===== config.mk =====
export PLATFORM = sky130hd
export DESIGN_NAME = mas_ram
export DESIGN_NICKNAME = d
export VERILOG_FILES = /design/src/design/mas_ram.sv
export SDC_FILE = /design/constraint.sdc
export NUM_CORES = 2
export LEC_CHECK = 0
export BUFFER_PORTS_ARGS = -buffer_cell sky130_fd_sc_hd__buf_2
export CAP_MARGIN = 20
export CORE_MARGIN = 3
export CORE_UTILIZATION = 40
export CTS_CLUSTER_DIAMETER = 100
export DETAILED_ROUTE_END_ITERATION = 10
export GPL_TIMING_DRIVEN = 0
export HOLD_SLACK_MARGIN = 0.02
export SYNTH_ARGS = -nofsm -noshare
export SYNTH_HDL_FRONTEND = slang
export SYNTH_SLANG_ARGS = --single-unit
export TNS_END_PERCENT = 1

===== constraint.sdc =====
create_clock -name i_clk -period 5.48 [get_ports i_clk]
set_clock_uncertainty 0.1 [all_clocks]
set_input_delay 0.274 -clock i_clk [delete_from_list [all_inputs] [get_ports i_clk]]
set_output_delay 0.274 -clock i_clk [all_outputs]
set_load 0.1 [all_outputs]

===== src/design/mas_ram.sv =====
// Generic single-write, single-read RAM with registered read data.
// No dependencies.
`timescale 1ns / 1ps

module mas_ram #(
    parameter int WIDTH = 32,
    parameter int DEPTH = 64
) (
    input  logic                     i_clk,
    input  logic                     i_we,
    input  logic [$clog2(DEPTH)-1:0] i_waddr,
    input  logic [WIDTH-1:0]         i_wdata,
    input  logic [$clog2(DEPTH)-1:0] i_raddr,
    output logic [WIDTH-1:0]         o_rdata
);

    logic [WIDTH-1:0] r_mem [DEPTH];
    logic [WIDTH-1:0] r_rdata;

    always_ff @(posedge i_clk) begin
        if (i_we) begin
            r_mem[i_waddr] <= i_wdata;
        end
        r_rdata <= r_mem[i_raddr];
    end

    assign o_rdata = r_rdata;

endmodule


# Word level (Yosys, flattened, before mapping)
# Memories as Yosys holds them, arrays and structs flattened. A register that Yosys moved wholly into a read port is not among the register bits.
# Index checks and enable logic that the tools add are counted.
[totals] register_bits=0 mem_bits_rw=2048 inputBits=46 out_inout_bits=32 n_memories=1
[mem_list] memory="r_mem" words=64 word_bits=32 rd=1 rd_ports_with_merged_regs=1 wr=1 line_no="17" rtl="logic [WIDTH-1:0] r_mem [DEPTH];"
[op_classes] n_mux=2
[op_table] operator="$mux 1" n=2

# Depth between registers and ports, before layout
[depth] word_depth=2 ltp_mapped=10 depth_no_buf=5

# Worst setup path before layout
# OpenSTA, ideal clock, no wires.
[synth_timing] path_type="input to register" from="input port i_waddr[3]" to="memory r_mem[48][0], enable pin" setup_time_ns=0.461 arrival_ns=2.973 setup_slack_ns=1.946 path_stages=4 path_buffers=1 path_cell_list="clkbuf_1 > nor2b_1 > nand4b_1 > nor3_1"
[synth_rtl] element="start, declared" line_no="11" rtl="input logic [$clog2(DEPTH)-1:0] i_waddr,"
[synth_rtl] element="end, declared" line_no="17"
# No word-level cell before the write port.

==> insert_results.sql <==
INSERT INTO impl_metrics (metric_group, metric, value, unit) VALUES
('finish', 'final_util', '47.8', '%'),
('clock_tree', 'cts.sinks', '2080', ''),
('setup_path', 'timing.critical_path.depth', '9', ''),
('floorplan', 'die_outline_area', '202000', 'um2'),
('placement', 'dpl.hpwl', '163', 'mm'),
('setup_path', 'worst_setup_path_start_kind', 'input pin', ''),
('synth', 'synth.avg_cell_area', '23.6', 'um2'),
('status', 'outcome', 'finished, final reports clean', ''),
('timing', 'slew_headroom', '17.9', '%'),
('route', 'drt-vias-per-instance', '6.08', ''),
('timing', 'final-setup-viol-count', '0', ''),
('timing', 'min_period', '3980', 'ps'),
('setup_path', 'cp.arrival', '4550', 'ps'),
('job', 'max-cap-violations', '0', ''),
('timing', 'max_fclk', '251', 'MHz'),
('setup_path', 'worstReg2RegEnd', 'o_rdata[18]', ''),
('timing', 'setup_repair_after_global_routing_missed_its_margin', 'no', ''),
('synth', 'synth-main-ff-cell', 'edfxtp_1', ''),
('finish', 'mostFrequentLayoutCells', '2048 x edfxtp_1, 544 x mux4_2, 206 x clkbuf_16', ''),
('synth', 'ys_types', '34', ''),
('synth', 'synth-warning-count', '0', ''),
('finish', 'post_layout_nonfiller_instances', '6565', ''),
('route', 'route.detailed.drc', '0', ''),
('timing', 'number_of_slew_limit_violations_in_the_final_report', '0', ''),
('floorplan', 'ios', '78', ''),
('finish', 'layout_commonest_cell', 'edfxtp_1', ''),
('finish', 'area.growth.synth_to_final', '18.0', '%'),
('synth', 'syn-instance-count', '3324', ''),
('route', 'number_of_nets_with_antenna_violations_after_routing', '0', ''),
('route', 'wl', '244', 'mm'),
('setup_path', 'crit_path_max_incr_delay', '880', 'ps'),
('clock_tree', 'cts_resized', '0', ''),
('clock_tree', 'clkSlewWorstSetupHoldPaths', '60', 'ps'),
('grt', 'gr-total-overflow', '0', ''),
('placement', 'port_buffers', '69', ''),
('setup_path', 'r2r_cell_count', '4', ''),
('synth', 'async_flop_share', '0', '%'),
('grt', 'antenna_found_initial', '19', ''),
('clock_tree', 'clk_latency', '850', 'ps'),
('synth', 'synth_area', '78500', 'um2'),
('grt', 'wire_length_of_the_first_global_routing_pass', '330', 'mm'),
('setup_path', 'ff2ff_setup_slack', '2730', 'ps'),
('grt', 'first_global_vias', '38966', ''),
('setup_path', 'setup.worst_path.end_class', 'register', ''),
('setup_path', 'path_common_cell', 'buf_2', ''),
('clock_tree', 'cts-htree-levels', '4', ''),
('floorplan', 'initial_utilization', '40.5', '%'),
('setup_path', 'cp.required', '6050', 'ps'),
('setup_path', 'worst_path_cell_chain', 'buf_2 > buf_2 > buf_2 > buf_1 > nand3b_1 > o221ai_1 > a21oi_1 > a21oi_1 > nor2_1', ''),
('floorplan', 'fp.coreArea', '194000', 'um2'),
('clock_tree', 'cts_inserted_buffers', '203', ''),
('route', 'firstDrtPassIters', '5', ''),
('clock_tree', 'ctsRootBufferMaster', 'clkbuf_16', ''),
('floorplan', 'rows', '161', ''),
('route', 'vias', '39909', ''),
('worst_hold_path', 'min-delay-path-class', 'in -> reg', ''),
('finish', 'layout.nets', '3816', ''),
('clock_tree', 'cts_max_path_buffers', '3', ''),
('worst_hold_path', 'min_from', 'i_wdata[4]', ''),
('timing', 'period_share', '72.7', '%'),
('power', 'power.density', '364', 'nW/um2'),
('setup_path', 'crit_slowest_cell', 'a21oi_1', ''),
('finish', 'drive_above_1_share', '30.6', '%'),
('floorplan', 'floorplan.die.width', '449', 'um'),
('synth', 'synth-edff-count', '2048', ''),
('grt', 'grt_util_all_layers', '23.9', '%'),
('route', 'wl_per_cell', '37.1', 'um'),
('grt', 'grt_start_max_net_pins', '65', ''),
('setup_path', 'r2r_start', 'r_mem[3][18]', ''),
('setup_path', 'worst_path_dominant_cell_family', 'buffers and inverters', ''),
('placement', 'place.gp.congestion', '0.839', '');
## synth_stat cells, types with 2 or more instances
cell type and count:
edfxtp_1 2048, mux4_2 544, nor2_1 137, mux2i_1 93, o22ai_1 84, clkbuf_1 74
a21oi_1 62, buf_2 57, dfxtp_1 32, o221ai_1 27, nand2_1 26, buf_4 25
buf_1 21, nor2b_1 15, a22oi_1 12, a311oi_1 8, nand2b_1 8, nor3_1 7
buf_6 5, nand3_1 5, nand3b_1 5, a41o_1 4, and3_1 4, o32ai_1 4
or3_1 3, or3b_2 3, and2_1 2, nand4_1 2, or3b_1 2
## state kept, by name, indices dropped and copies added (netlist names)
register,cells
r_mem,2048
o_rdata,32
## power by group
part	switching [W]	internal (W)	total (W)
registers	0.0000322	0.0176	0.0176
logic	0.00150	0.000667	0.00217
clock network	0.00614	0.00777	0.0139
total	0.00768	0.0260	0.0337
## worst max-delay path by stage
stage / from / to / slack [ps]
3_3_place_gp: i_waddr[4] / r_mem[48][14] / -2110
6_report: i_raddr[1] / o_rdata[13] / 1500
5_1_grt: i_raddr[1] / o_rdata[13] / 1370
4_1_cts: i_raddr[1] / o_rdata[13] / 1710
3_5_place_dp: i_raddr[1] / o_rdata[13] / 800
2_1_floorplan: i_waddr[3] / r_mem[48][0] / 1950
## through the flow
step / total power, W / area [um2] / setup slack (ps)
2_1_floorplan: 0.0191 / 78500 / 1950
3_3_place_gp: 0.0200 / 82100 / -2110
3_5_place_dp: 0.0201 / 85400 / 804
4_1_cts: 0.0338 / 92200 / 1710
5_1_grt: 0.0346 / 92600 / 1370
6_report: 0.0337 / 92600 / 1500
## what timing repair did
action	CTS	global route
endpoints found under the hold margin	547	585
hold buffers	17	12
buffers inserted	0	0
## per-layer routing
metal | part of all wire (%) | track usage, %
met5 | 0.012 | 0
met4 | 4.6 | 10.5
met3 | 11 | 4.61
met2 | 47 | 37.1
met1 | 38 | 33.1
## layout make-up
cell class                 instances  area (um2)  area share, %
antenna                           11        27.5         0.0297
buffer                           182         888          0.959
clock buffer                     272        5560           6.01
clock inverter                   109        1110           1.20
multi-input combinational       1062       16000           17.2
sequential                      2080       62100           67.1
tap                             2608        3260           3.52
timing repair buffer             241        3670           3.96
## cell families after synthesis
kind of cell,Yosys count,synth area share [%]
flops,2080,79.1
mux,637,16.8
simple gates,223,1.27
compound gates,202,1.67
buf+inv,182,1.13
(Power assumes the default switching activity.)
