File: src/design/mas_pkg.sv
// Shared types and constants for the matrix add/subtract/multiply core.
// No dependencies; used by mas_mac and the top level (mas_ram does not use it).
`timescale 1ns / 1ps

package mas_pkg;

    localparam int ELEMENT_WIDTH   = 32;  // element and result width, fixed by the ports
    localparam int MAX_DIM_DEFAULT = 8;
    localparam int DIM_W           = 4;   // width of a dimension register
    localparam int IDX_FIELD_W     = 3;   // width of row/column fields
    localparam int CFG_INDEX_W     = 3;

    // register indexes
    localparam logic [CFG_INDEX_W-1:0] CFG_ROWS_A    = 3'd0;
    localparam logic [CFG_INDEX_W-1:0] CFG_COLS_A    = 3'd1;
    localparam logic [CFG_INDEX_W-1:0] CFG_ROWS_B    = 3'd2;
    localparam logic [CFG_INDEX_W-1:0] CFG_COLS_B    = 3'd3;
    localparam logic [CFG_INDEX_W-1:0] CFG_OPERATION = 3'd4;

    // operation codes
    localparam logic [1:0] OP_ADD = 2'd0;
    localparam logic [1:0] OP_SUB = 2'd1;
    localparam logic [1:0] OP_MUL = 2'd2;

    // request action codes
    localparam logic [1:0] ACT_LOAD_A  = 2'd0;
    localparam logic [1:0] ACT_LOAD_B  = 2'd1;
    localparam logic [1:0] ACT_COMPUTE = 2'd2;

    // control from the sequencer to the arithmetic unit
    typedef struct packed {
        logic       valid;  // operands on the RAM outputs are live
        logic       clear;  // zero the accumulator
        logic [1:0] op;
    } t_mac_ctrl;

endpackage

File: src/design/mas_mac.sv
// Shared arithmetic unit: add, subtract or multiply stage, then accumulator.
// Depends on mas_pkg.
`timescale 1ns / 1ps

module mas_mac (
    input  logic                              i_clk,
    input  logic                              i_rst_n,
    input  mas_pkg::t_mac_ctrl                i_ctrl,
    input  logic [mas_pkg::ELEMENT_WIDTH-1:0] i_a,
    input  logic [mas_pkg::ELEMENT_WIDTH-1:0] i_b,
    output logic                              o_busy,
    output logic [mas_pkg::ELEMENT_WIDTH-1:0] o_acc
);

    logic                              r_stage_valid;
    logic [mas_pkg::ELEMENT_WIDTH-1:0] r_stage;
    logic [mas_pkg::ELEMENT_WIDTH-1:0] n_stage;
    logic [mas_pkg::ELEMENT_WIDTH-1:0] r_acc;

    always_comb begin
        case (i_ctrl.op)
            mas_pkg::OP_MUL: n_stage = i_a * i_b;   // low bits only, wraps
            mas_pkg::OP_SUB: n_stage = i_a - i_b;
            default:         n_stage = i_a + i_b;
        endcase
    end

    always_ff @(posedge i_clk) begin
        if (!i_rst_n) begin
            r_stage_valid <= 1'b0;
        end else begin
            r_stage_valid <= i_ctrl.valid;
        end
    end

    always_ff @(posedge i_clk) begin
        r_stage <= n_stage;
        if (i_ctrl.clear) begin
            r_acc <= '0;
        end else if (r_stage_valid) begin
            r_acc <= r_acc + r_stage;
        end
    end

    assign o_busy = r_stage_valid;
    assign o_acc  = r_acc;

endmodule

File: config.mk
export PLATFORM = sky130hd
export DESIGN_NAME = mas_mac
export DESIGN_NICKNAME = d
export VERILOG_FILES = /design/src/design/mas_pkg.sv /design/src/design/mas_mac.sv
export SDC_FILE = /design/constraint.sdc
export NUM_CORES = 1
export LEC_CHECK = 0
export ABC_CLOCK_PERIOD_IN_PS = 18960
export BUFFER_PORTS_ARGS = -buffer_cell sky130_fd_sc_hd__buf_2
export CORE_MARGIN = 3
export CORE_UTILIZATION = 35
export CTS_CLUSTER_DIAMETER = 120
export DETAILED_ROUTE_END_ITERATION = 7
export PLACE_DENSITY = 0.5
export SYNTH_ARGS = -nofsm -noshare
export SYNTH_HDL_FRONTEND = slang
export SYNTH_SLANG_ARGS = --single-unit
File: constraint.sdc
create_clock -name i_clk -period 18.96 [get_ports i_clk]
set_input_delay 4.74 -clock i_clk [delete_from_list [all_inputs] [get_ports i_clk]]
set_output_delay 4.74 -clock i_clk [all_outputs]
set_load 0.005 [all_outputs]
* Word-level counts from Yosys, hierarchy flattened
Index checks and enable logic that the tools add are counted.
** Cells by class
- $mul :: 1
- Multiplexer cells :: 1
- Eq/ne operators :: 2
- $add $sub $neg :: 3
** Operator list (count)
- adder 32 bit :: 2
- case mux 32 bit (2 select lines) :: 1
- multiplier 32 x 32 -> 32 bit :: 1
- subtractor 32 bit :: 1
- equality test 2 x 1 -> 1 bit, second input constant :: 1
- equality test 2 bit, second input constant :: 1
** Storage, ports and cells
- Register bits after elaboration :: 65
- Bits of input ports :: 70

* Logic depth before layout (Yosys ltp)
Gate-level depths: netlist of run 1.
- Depth after elaboration :: 2
- Gate-level depth with buffers :: 27
- Gate-level depth less buffers :: 25

* Least setup slack after synthesis of run 1
Ideal clock, no wire load.
- Kind :: input -> register
- Start point :: in i_b[6] (netlist name)
- End point :: reg r_stage[30] (netlist name)
- Slack :: 7.851 ns
- Path buffers :: 2
- Stages on the path :: 22
- Setup time :: 0.132 ns
- Arrival :: 10.977 ns
- Data required time :: 18.828 ns
- Cell sequence :: clkbuf_1 > clkbuf_1 > and2_1 > fa_1 > fa_1 > fa_1 > inv_1 > fa_1 > inv_1 > fa_1 > fa_1 > fa_1 > fa_1 > ha_1 > a211o_1 > o211ai_1 > nand2b_1 > a221oi_1 > o21ai_1 > o41ai_1 > xor2_1 > mux2i_1
** Between the ends
- Cells in the longest elaborated chain, start to end :: 2
** RTL lines
- from (decl) :: RTL line mas_mac.sv:10 : input logic [mas_pkg::ELEMENT_WIDTH-1:0] i_b,
- multiplier 32 x 32 -> 32 bit (tied with other cells) :: RTL line mas_mac.sv:22 : mas_pkg::OP_MUL: n_stage = i_a * i_b;
- case mux 32 bit (2 select lines) (*) :: RTL line mas_mac.sv:21 : case (i_ctrl.op)
- named net n_stage, one bit :: RTL line mas_mac.sv:17 : logic [mas_pkg::ELEMENT_WIDTH-1:0] n_stage;
- to (signal assigned) :: RTL line mas_mac.sv:37 : r_stage <= n_stage;
- to (decl) :: RTL line mas_mac.sv:16 : logic [mas_pkg::ELEMENT_WIDTH-1:0] r_stage;
The timed path passes the listed nets; every way through them passes the cells marked *.
A chain may end at the register's enable or synchronous reset.

* Worst setup path in the final report of run 1
- Start point :: in i_b[8] (netlist name)
- End point :: reg r_stage[30] (netlist name)
The elaborated chain is that of the path after synthesis.

==> impl_metrics.env, run 1 <==
export IMPL_status="finished clean"
export IMPL_cpMostUsedCell="fa_1"
export IMPL_path_cells="buf_2, nand2_1, fa_1, inv_1, fa_1, fa_1, inv_1, fa_1, inv_1, fa_1, ha_1, fa_1, fa_1, ha_1, a211oi_1, o211ai_1, a31oi_1, a21boi_1, a221oi_1, o21ai_1, o41ai_1, xor2_1, mux2i_1"
export IMPL_criticalPathCategory="in2reg"
export IMPL_hold_slack_ns=0.5131
export IMPL_netlist_top_cells_area="fa_1 (38%), ha_1 (11%), and2_1 (9.1%)"
export IMPL_hp_class="reg2reg"
export IMPL_cp_end_kind="flop"
export IMPL_clkSinkCount=65
export IMPL_port_buffers=102
export IMPL_holdBufCountCts=0
export IMPL_initial_core_util_pct=35.56
export IMPL_avgSynthCellArea_sq_um=8.757
export IMPL_htree_levels=3
export IMPL_worstHoldPathCells=2
export IMPL_clk_path_buf_depth=2
export IMPL_place_congestion=0.8682
export IMPL_yosys_area_top_type_share_pct=38.10
export IMPL_hpwl_um=49990
export IMPL_setup_tns_ns=0
export IMPL_synth_cells=2460
export IMPL_maxSlewHeadroom_pct=42.31
export IMPL_yosys_warnings=0
export IMPL_overflow=0
export IMPL_firstDrtPassIters=7
export IMPL_grt_pass1_vias=18090
export IMPL_syn_area_sq_um=21540
export IMPL_dp_cells=3234
export IMPL_clk_latency_ns=0.34
export IMPL_via_count=16665
export IMPL_async_reset_ff_share_pct=0
export IMPL_drive_gt1_share_pct=6.242
export IMPL_avgViaCountPerCell=5.128
export IMPL_tritoncts="done"
export IMPL_startpoint_type="input port"
export IMPL_place_area_sq_um=22670
export IMPL_worstMarginPinSlew_ns=0.8654
export IMPL_grt_antenna_before_repair=4
export IMPL_dieArea_sq_um=64560
export IMPL_synth_seq_area_share_pct=6.041
export IMPL_synth_seq_cells=65
export IMPL_ios=103
export IMPL_crit_required_ns=19.16
export IMPL_path_clk_slew_ns=0.06
export IMPL_syn_to_final_growth_pct=6.679
export IMPL_hold_violations=0
export IMPL_fill_cells=6203
export IMPL_grt_max_degree=60
export IMPL_cpPeakStageDelay_ns=0.63
export IMPL_grt_pass1_wl_um=104000
export IMPL_multi_input_area_sq_um=18280
export IMPL_rows=90
export IMPL_cts_made_buffers=9
export IMPL_seq_area_sq_um=1303
export IMPL_drc=0
export IMPL_grt_setup_unrepaired="false"
export IMPL_fp_coreArea_sq_um=60580
export IMPL_finClkSkew_ns=0.004108
export IMPL_reg2regPathDepth=12
export IMPL_max_freq_ghz=0.08685
export IMPL_die_w_um=254.1
export IMPL_wl_um=65020
export IMPL_synth_edf_count=0
export IMPL_layout_worst_path_cycle_share_pct=60.73
export IMPL_ys_flop_type="dfxtp_1"
export IMPL_critPathArrivalTime_ns=11.72
export IMPL_fin_nets=3130
export IMPL_maxCapViolCount=0
export IMPL_final_area_sq_um=22980
export IMPL_synth_largest_area_cell="fa_1"
export IMPL_cts_resized=0
export IMPL_stdcell_count=3250
export IMPL_cts_root_buffer="clkbuf_16"
export IMPL_drtIter0Drc=943
export IMPL_die_y_um=254.1
export IMPL_drtAntennaViolNets=0
export IMPL_syn_num_nets=3127
export IMPL_min_period_ns=11.51
export IMPL_grt_usage_pct=20.87
export IMPL_crit_fanout=27
export IMPL_routedWlPerCell_um=20.01
export IMPL_post_cts_buffers=0
export IMPL_setup_violations=0
export IMPL_worst_path_max_delay_cell="buf_2"
export IMPL_ys_types=79
export IMPL_final_max_slew_viol_count=0
-- worst max-delay path: cells and delay by family --
family / cells / cell delay [ns]
fa+ha+maj: 9 / 3.94
compound gates: 7 / 1.75
buf+inv: 4 / 0.80
xor+xnor: 1 / 0.19
simple gates: 1 / 0.18
mux: 1 / 0.09
-- logic make-up after synthesis --
kind of cell / share of synthesized area, %
xor gates and xnor gates: 6.546
adders and majority gates: 48.96
and+or+nand+nor: 18.62
DFF: 6.041
buffers and inverters: 9.096
AOI/OAI and AO/OA: 9.369
muxes: 1.371
-- synthesized netlist by cell type, types with 3 or more instances --
cell,count
nand3b_1,3
xor2_1,55
and3_1,4
and2_1,312
a21boi_1,4
a211o_1,6
o31ai_1,3
o41ai_1,5
dfxtp_1,65
a211oi_2,3
nor4_1,6
o21ai_0,51
nand3_1,15
buf_1,4
o31a_1,3
and4_1,3
a22o_1,4
nand2_1,268
o21a_1,16
nor2_1,100
ha_1,187
a31oi_1,12
a211oi_1,10
inv_1,400
clkbuf_1,118
a21o_1,32
or4_1,3
o21bai_1,6
nand4_1,8
o211ai_1,11
o22ai_1,4
or2_2,3
fa_1,410
xnor2_1,106
or3_1,7
nand2b_1,15
nand4b_1,3
nor3_1,12
mux2i_1,25
a21oi_1,77
nor2b_1,14
o21ai_1,21
-- per-layer routing --
layer	vias to the layer above	GRT usage [%]	part of all wire, %
met2	360	37.36	50
met3	57	1.617	4.7
li1	7624	-	-
met4	6	3.309	1.2
met1	8618	28.07	44
met5	-	0	0.052
-- worst paths after layout --
| kind | startpoint | slack [ns] | to |
|---|---|---|---|
| hold reg to reg | o_acc[4] | 0.51 | o_acc[4] |
| setup / recovery | i_b[8] | 7.45 | r_stage[30] |
| setup reg to reg | r_stage[0] | 15.94 | o_acc[30] |
| hold / removal | o_acc[4] | 0.51 | o_acc[4] |
-- layout make-up --
cell class	instances	share of cell area (%)
antenna	1	0.01089
clock buffer	12	1.073
clock inverter	3	0.2831
inverter	400	6.533
multi-input combinational	1873	79.56
sequential	65	5.668
tap	782	4.258
timing repair buffer	114	2.613
-- registers in the layout, summed over array words and instances (netlist names) --
name / count
o_acc: 32
r_stage: 32
o_busy: 1
-- metrics by stage --
stage / setup slack [ns] / util, %
floorplan: 7.851 / -
global placement: 7.226 / 37.41
detailed placement: 7.142 / 37.41
CTS: 7.475 / 37.93
global route: 7.061 / 37.93
finish: 7.446 / 37.93
-- cell usage in the layout (no fill, tap or decap), types with 7 or more instances in the layout --
cell         n
buf_4       12
ha_1       187
buf_2      102
nor3_1      12
nor2_1     100
xnor2_1    106
a31oi_1     12
xor2_1      55
inv_1      400
or3_1        7
nand3_1     15
a211oi_1    10
nand2_1    268
nand4_1      8
nor2b_1     14
o21ai_0     51
fa_1       410
a21o_1      32
mux2i_1     25
o211ai_1    11
o21a_1      16
nand2b_1    14
clkbuf_16    9
a21oi_1     77
dfxtp_1     64
and2_1     312
o21ai_1     21
Power of run 1 is left out: the tool's default activity adds up to more than one toggle a clock period on the data nets, which glitch-free logic cannot reach.
==> run 2: changes to the inputs <==
--- a/config.mk
+++ b/config.mk
@@ -5,7 +5,7 @@
 export SDC_FILE = /design/constraint.sdc
 export NUM_CORES = 1
 export LEC_CHECK = 0
-export ABC_CLOCK_PERIOD_IN_PS = 18960
+export ABC_CLOCK_PERIOD_IN_PS = 11200
 export BUFFER_PORTS_ARGS = -buffer_cell sky130_fd_sc_hd__buf_2
 export CORE_MARGIN = 3
 export CORE_UTILIZATION = 35
==> constraint.sdc (replaced) <==
create_clock -name i_clk -period 11.2 [get_ports i_clk]
set_input_delay 2.8 -clock i_clk [delete_from_list [all_inputs] [get_ports i_clk]]
set_output_delay 2.8 -clock i_clk [all_outputs]
set_load 0.005 [all_outputs]
==> run 2 against run 1 <==
Compared with the run above: sequential share of layout area barely moved; core utilization rose by 0.078 points; sequential cell count did not move; die area did not move; design area rose by 0.21%; register-to-register slack got worse by 7.8 ns; first-iteration DRC count fell by 0.42%; highest routed layer unchanged; hold slack improved by 0.0092 ns; non-clock buffer count rose by 1; critical endpoint unchanged.
==> impl_metrics.env, run 2 (synthesized netlist as in run 1, its figures left out) <==
export IMPL_holdBufCountCts=0
export IMPL_rows=90
export IMPL_post_place_ws_ns=1.332
export IMPL_grt_usage_pct=20.95
export IMPL_hold_violations=0
export IMPL_max_freq_ghz=0.1046
export IMPL_final_max_slew_viol_count=0
export IMPL_reg2regPathDepth=12
export IMPL_avgViaCountPerCell=5.082
export IMPL_grt_setup_unrepaired="false"
export IMPL_tritoncts="done"
export IMPL_overflow=0
export IMPL_cts_root_buffer="clkbuf_16"
export IMPL_crit_fanout=28
export IMPL_final_common_cell="fa_1"
export IMPL_path_clk_slew_ns=0.06
export IMPL_htree_levels=3
export IMPL_multi_input_area_sq_um=18280
export IMPL_worstHoldPathCells=1
export IMPL_min_to="o_acc[29]"
export IMPL_final_cell_mix="fa_1 (410), inv_1 (400), and2_1 (312)"
export IMPL_ios=103
export IMPL_reg2reg_to="o_acc[30]"
export IMPL_postLayoutCoreUtil_pct=38.01
export IMPL_syn_to_final_growth_pct=6.900
export IMPL_post_cts_buffers=0
export IMPL_min_period_ns=9.558
export IMPL_dieArea_sq_um=64560
export IMPL_reg2reg_from="o_acc[0]"
export IMPL_drive_gt1_share_pct=6.361
export IMPL_maxCapViolCount=0
export IMPL_initial_core_util_pct=35.56
export IMPL_seq_area_sq_um=1303
export IMPL_fin_nets=3131
export IMPL_finalWorstSetupSlack_ns=1.642
export IMPL_drtAntennaViolNets=0
export IMPL_criticalPathCategory="in2reg"
export IMPL_firstDrtPassIters=5
export IMPL_status="finished clean"
export IMPL_min_from="o_acc[29]"
export IMPL_worstMarginPinSlew_ns=0.8537
export IMPL_clk_latency_ns=0.35
export IMPL_grt_max_degree=60
export IMPL_hpwl_um=51320
export IMPL_critPathArrivalTime_ns=9.77
export IMPL_fill_cells=6281
export IMPL_clk_path_buf_depth=2
export IMPL_die_y_um=254.1
export IMPL_finClkSkew_ns=0.01077
export IMPL_port_buffers=102
export IMPL_via_count=16522
export IMPL_layout_worst_path_cycle_share_pct=85.34
export IMPL_grt_pass1_wl_um=103400
export IMPL_maxSlewHeadroom_pct=43.08
export IMPL_cts_resized=0
export IMPL_r2r_slack_ns=8.18
export IMPL_drtIter0Drc=939
export IMPL_setup_tns_ns=0
export IMPL_startpoint_type="input port"
export IMPL_grt_antenna_before_repair=1
export IMPL_clkSinkCount=65
export IMPL_hp_class="reg2reg"
export IMPL_place_congestion=0.8682
export IMPL_cp_end_kind="flop"
export IMPL_die_w_um=254.1
export IMPL_routedWlPerCell_um=20.13
export IMPL_setup_violations=0
export IMPL_grt_pass1_vias=18229
export IMPL_cts_made_buffers=9
export IMPL_wl_um=65440
export IMPL_drc=0
export IMPL_fp_coreArea_sq_um=60580
export IMPL_crit_required_ns=11.41
run 2: cell types whose count changed in the layout (fill, tap and decap cells not counted), sizes merged:
cell	before	now
clkinv	1	0
bufinv	2	3
inv	400	401
buf	114	115
clkbuf	12	11
run 2: worst max-delay path by stage:
stage	startpoint	endpoint	slack [ns]	cells past startpoint
2_1_floorplan	i_b[6]	r_stage[30]	2.03	22
3_3_place_gp	i_b[2]	r_stage[27]	1.44	21
3_5_place_dp	i_b[8]	r_stage[30]	1.33	23
4_1_cts	i_b[6]	r_stage[30]	1.66	22
5_1_grt	i_b[6]	r_stage[30]	1.29	22
6_report	i_b[6]	r_stage[30]	1.64	22
run 2: through the flow:
stage / area, sq um / instances / hold slack (ns)
6_report: 23030 / 3251 / 0.5223
5_1_grt: 23030 / 3250 / 0.5440
4_1_cts: 23030 / 3250 / 0.5277
3_5_place_dp: 22670 / 3235 / 0.5197
3_3_place_gp: 22670 / 3235 / 0.5078
2_1_floorplan: 21540 / 2460 / 0.4793
run 2: critical path, stage by stage:
cell and delay (ns):
buf_2 0.57, and2_1 0.25, fa_1 0.44, fa_1 0.49, fa_1 0.52, inv_1 0.05, fa_1 0.47, inv_1 0.05
fa_1 0.46, ha_1 0.31, fa_1 0.51, fa_1 0.44, ha_1 0.35, a211oi_1 0.31, o211ai_1 0.17, a31oi_1 0.23
a21boi_1 0.14, a221oi_1 0.44, o21ai_1 0.16, o41ai_1 0.32, xor2_1 0.20, mux2i_1 0.08
run 2: cell type report:
cell class	count	area share (%)
clock buffer	11	1.098
inverter	400	6.520
clock inverter	4	0.4292
antenna	1	0.01087
timing repair buffer	115	2.641
multi-input combinational	1873	79.40
tap	782	4.249
sequential	65	5.656
run 2: per-layer routing:
layer	vias to the layer above	GRT usage (%)	share of wire (%)
met4	2	5.521	2.8
met2	350	36.99	49
met5	-	0	0.017
li1	7638	-	-
met1	8435	27.54	44
met3	97	1.924	3.9
Power of run 2 is left out for the same reason.
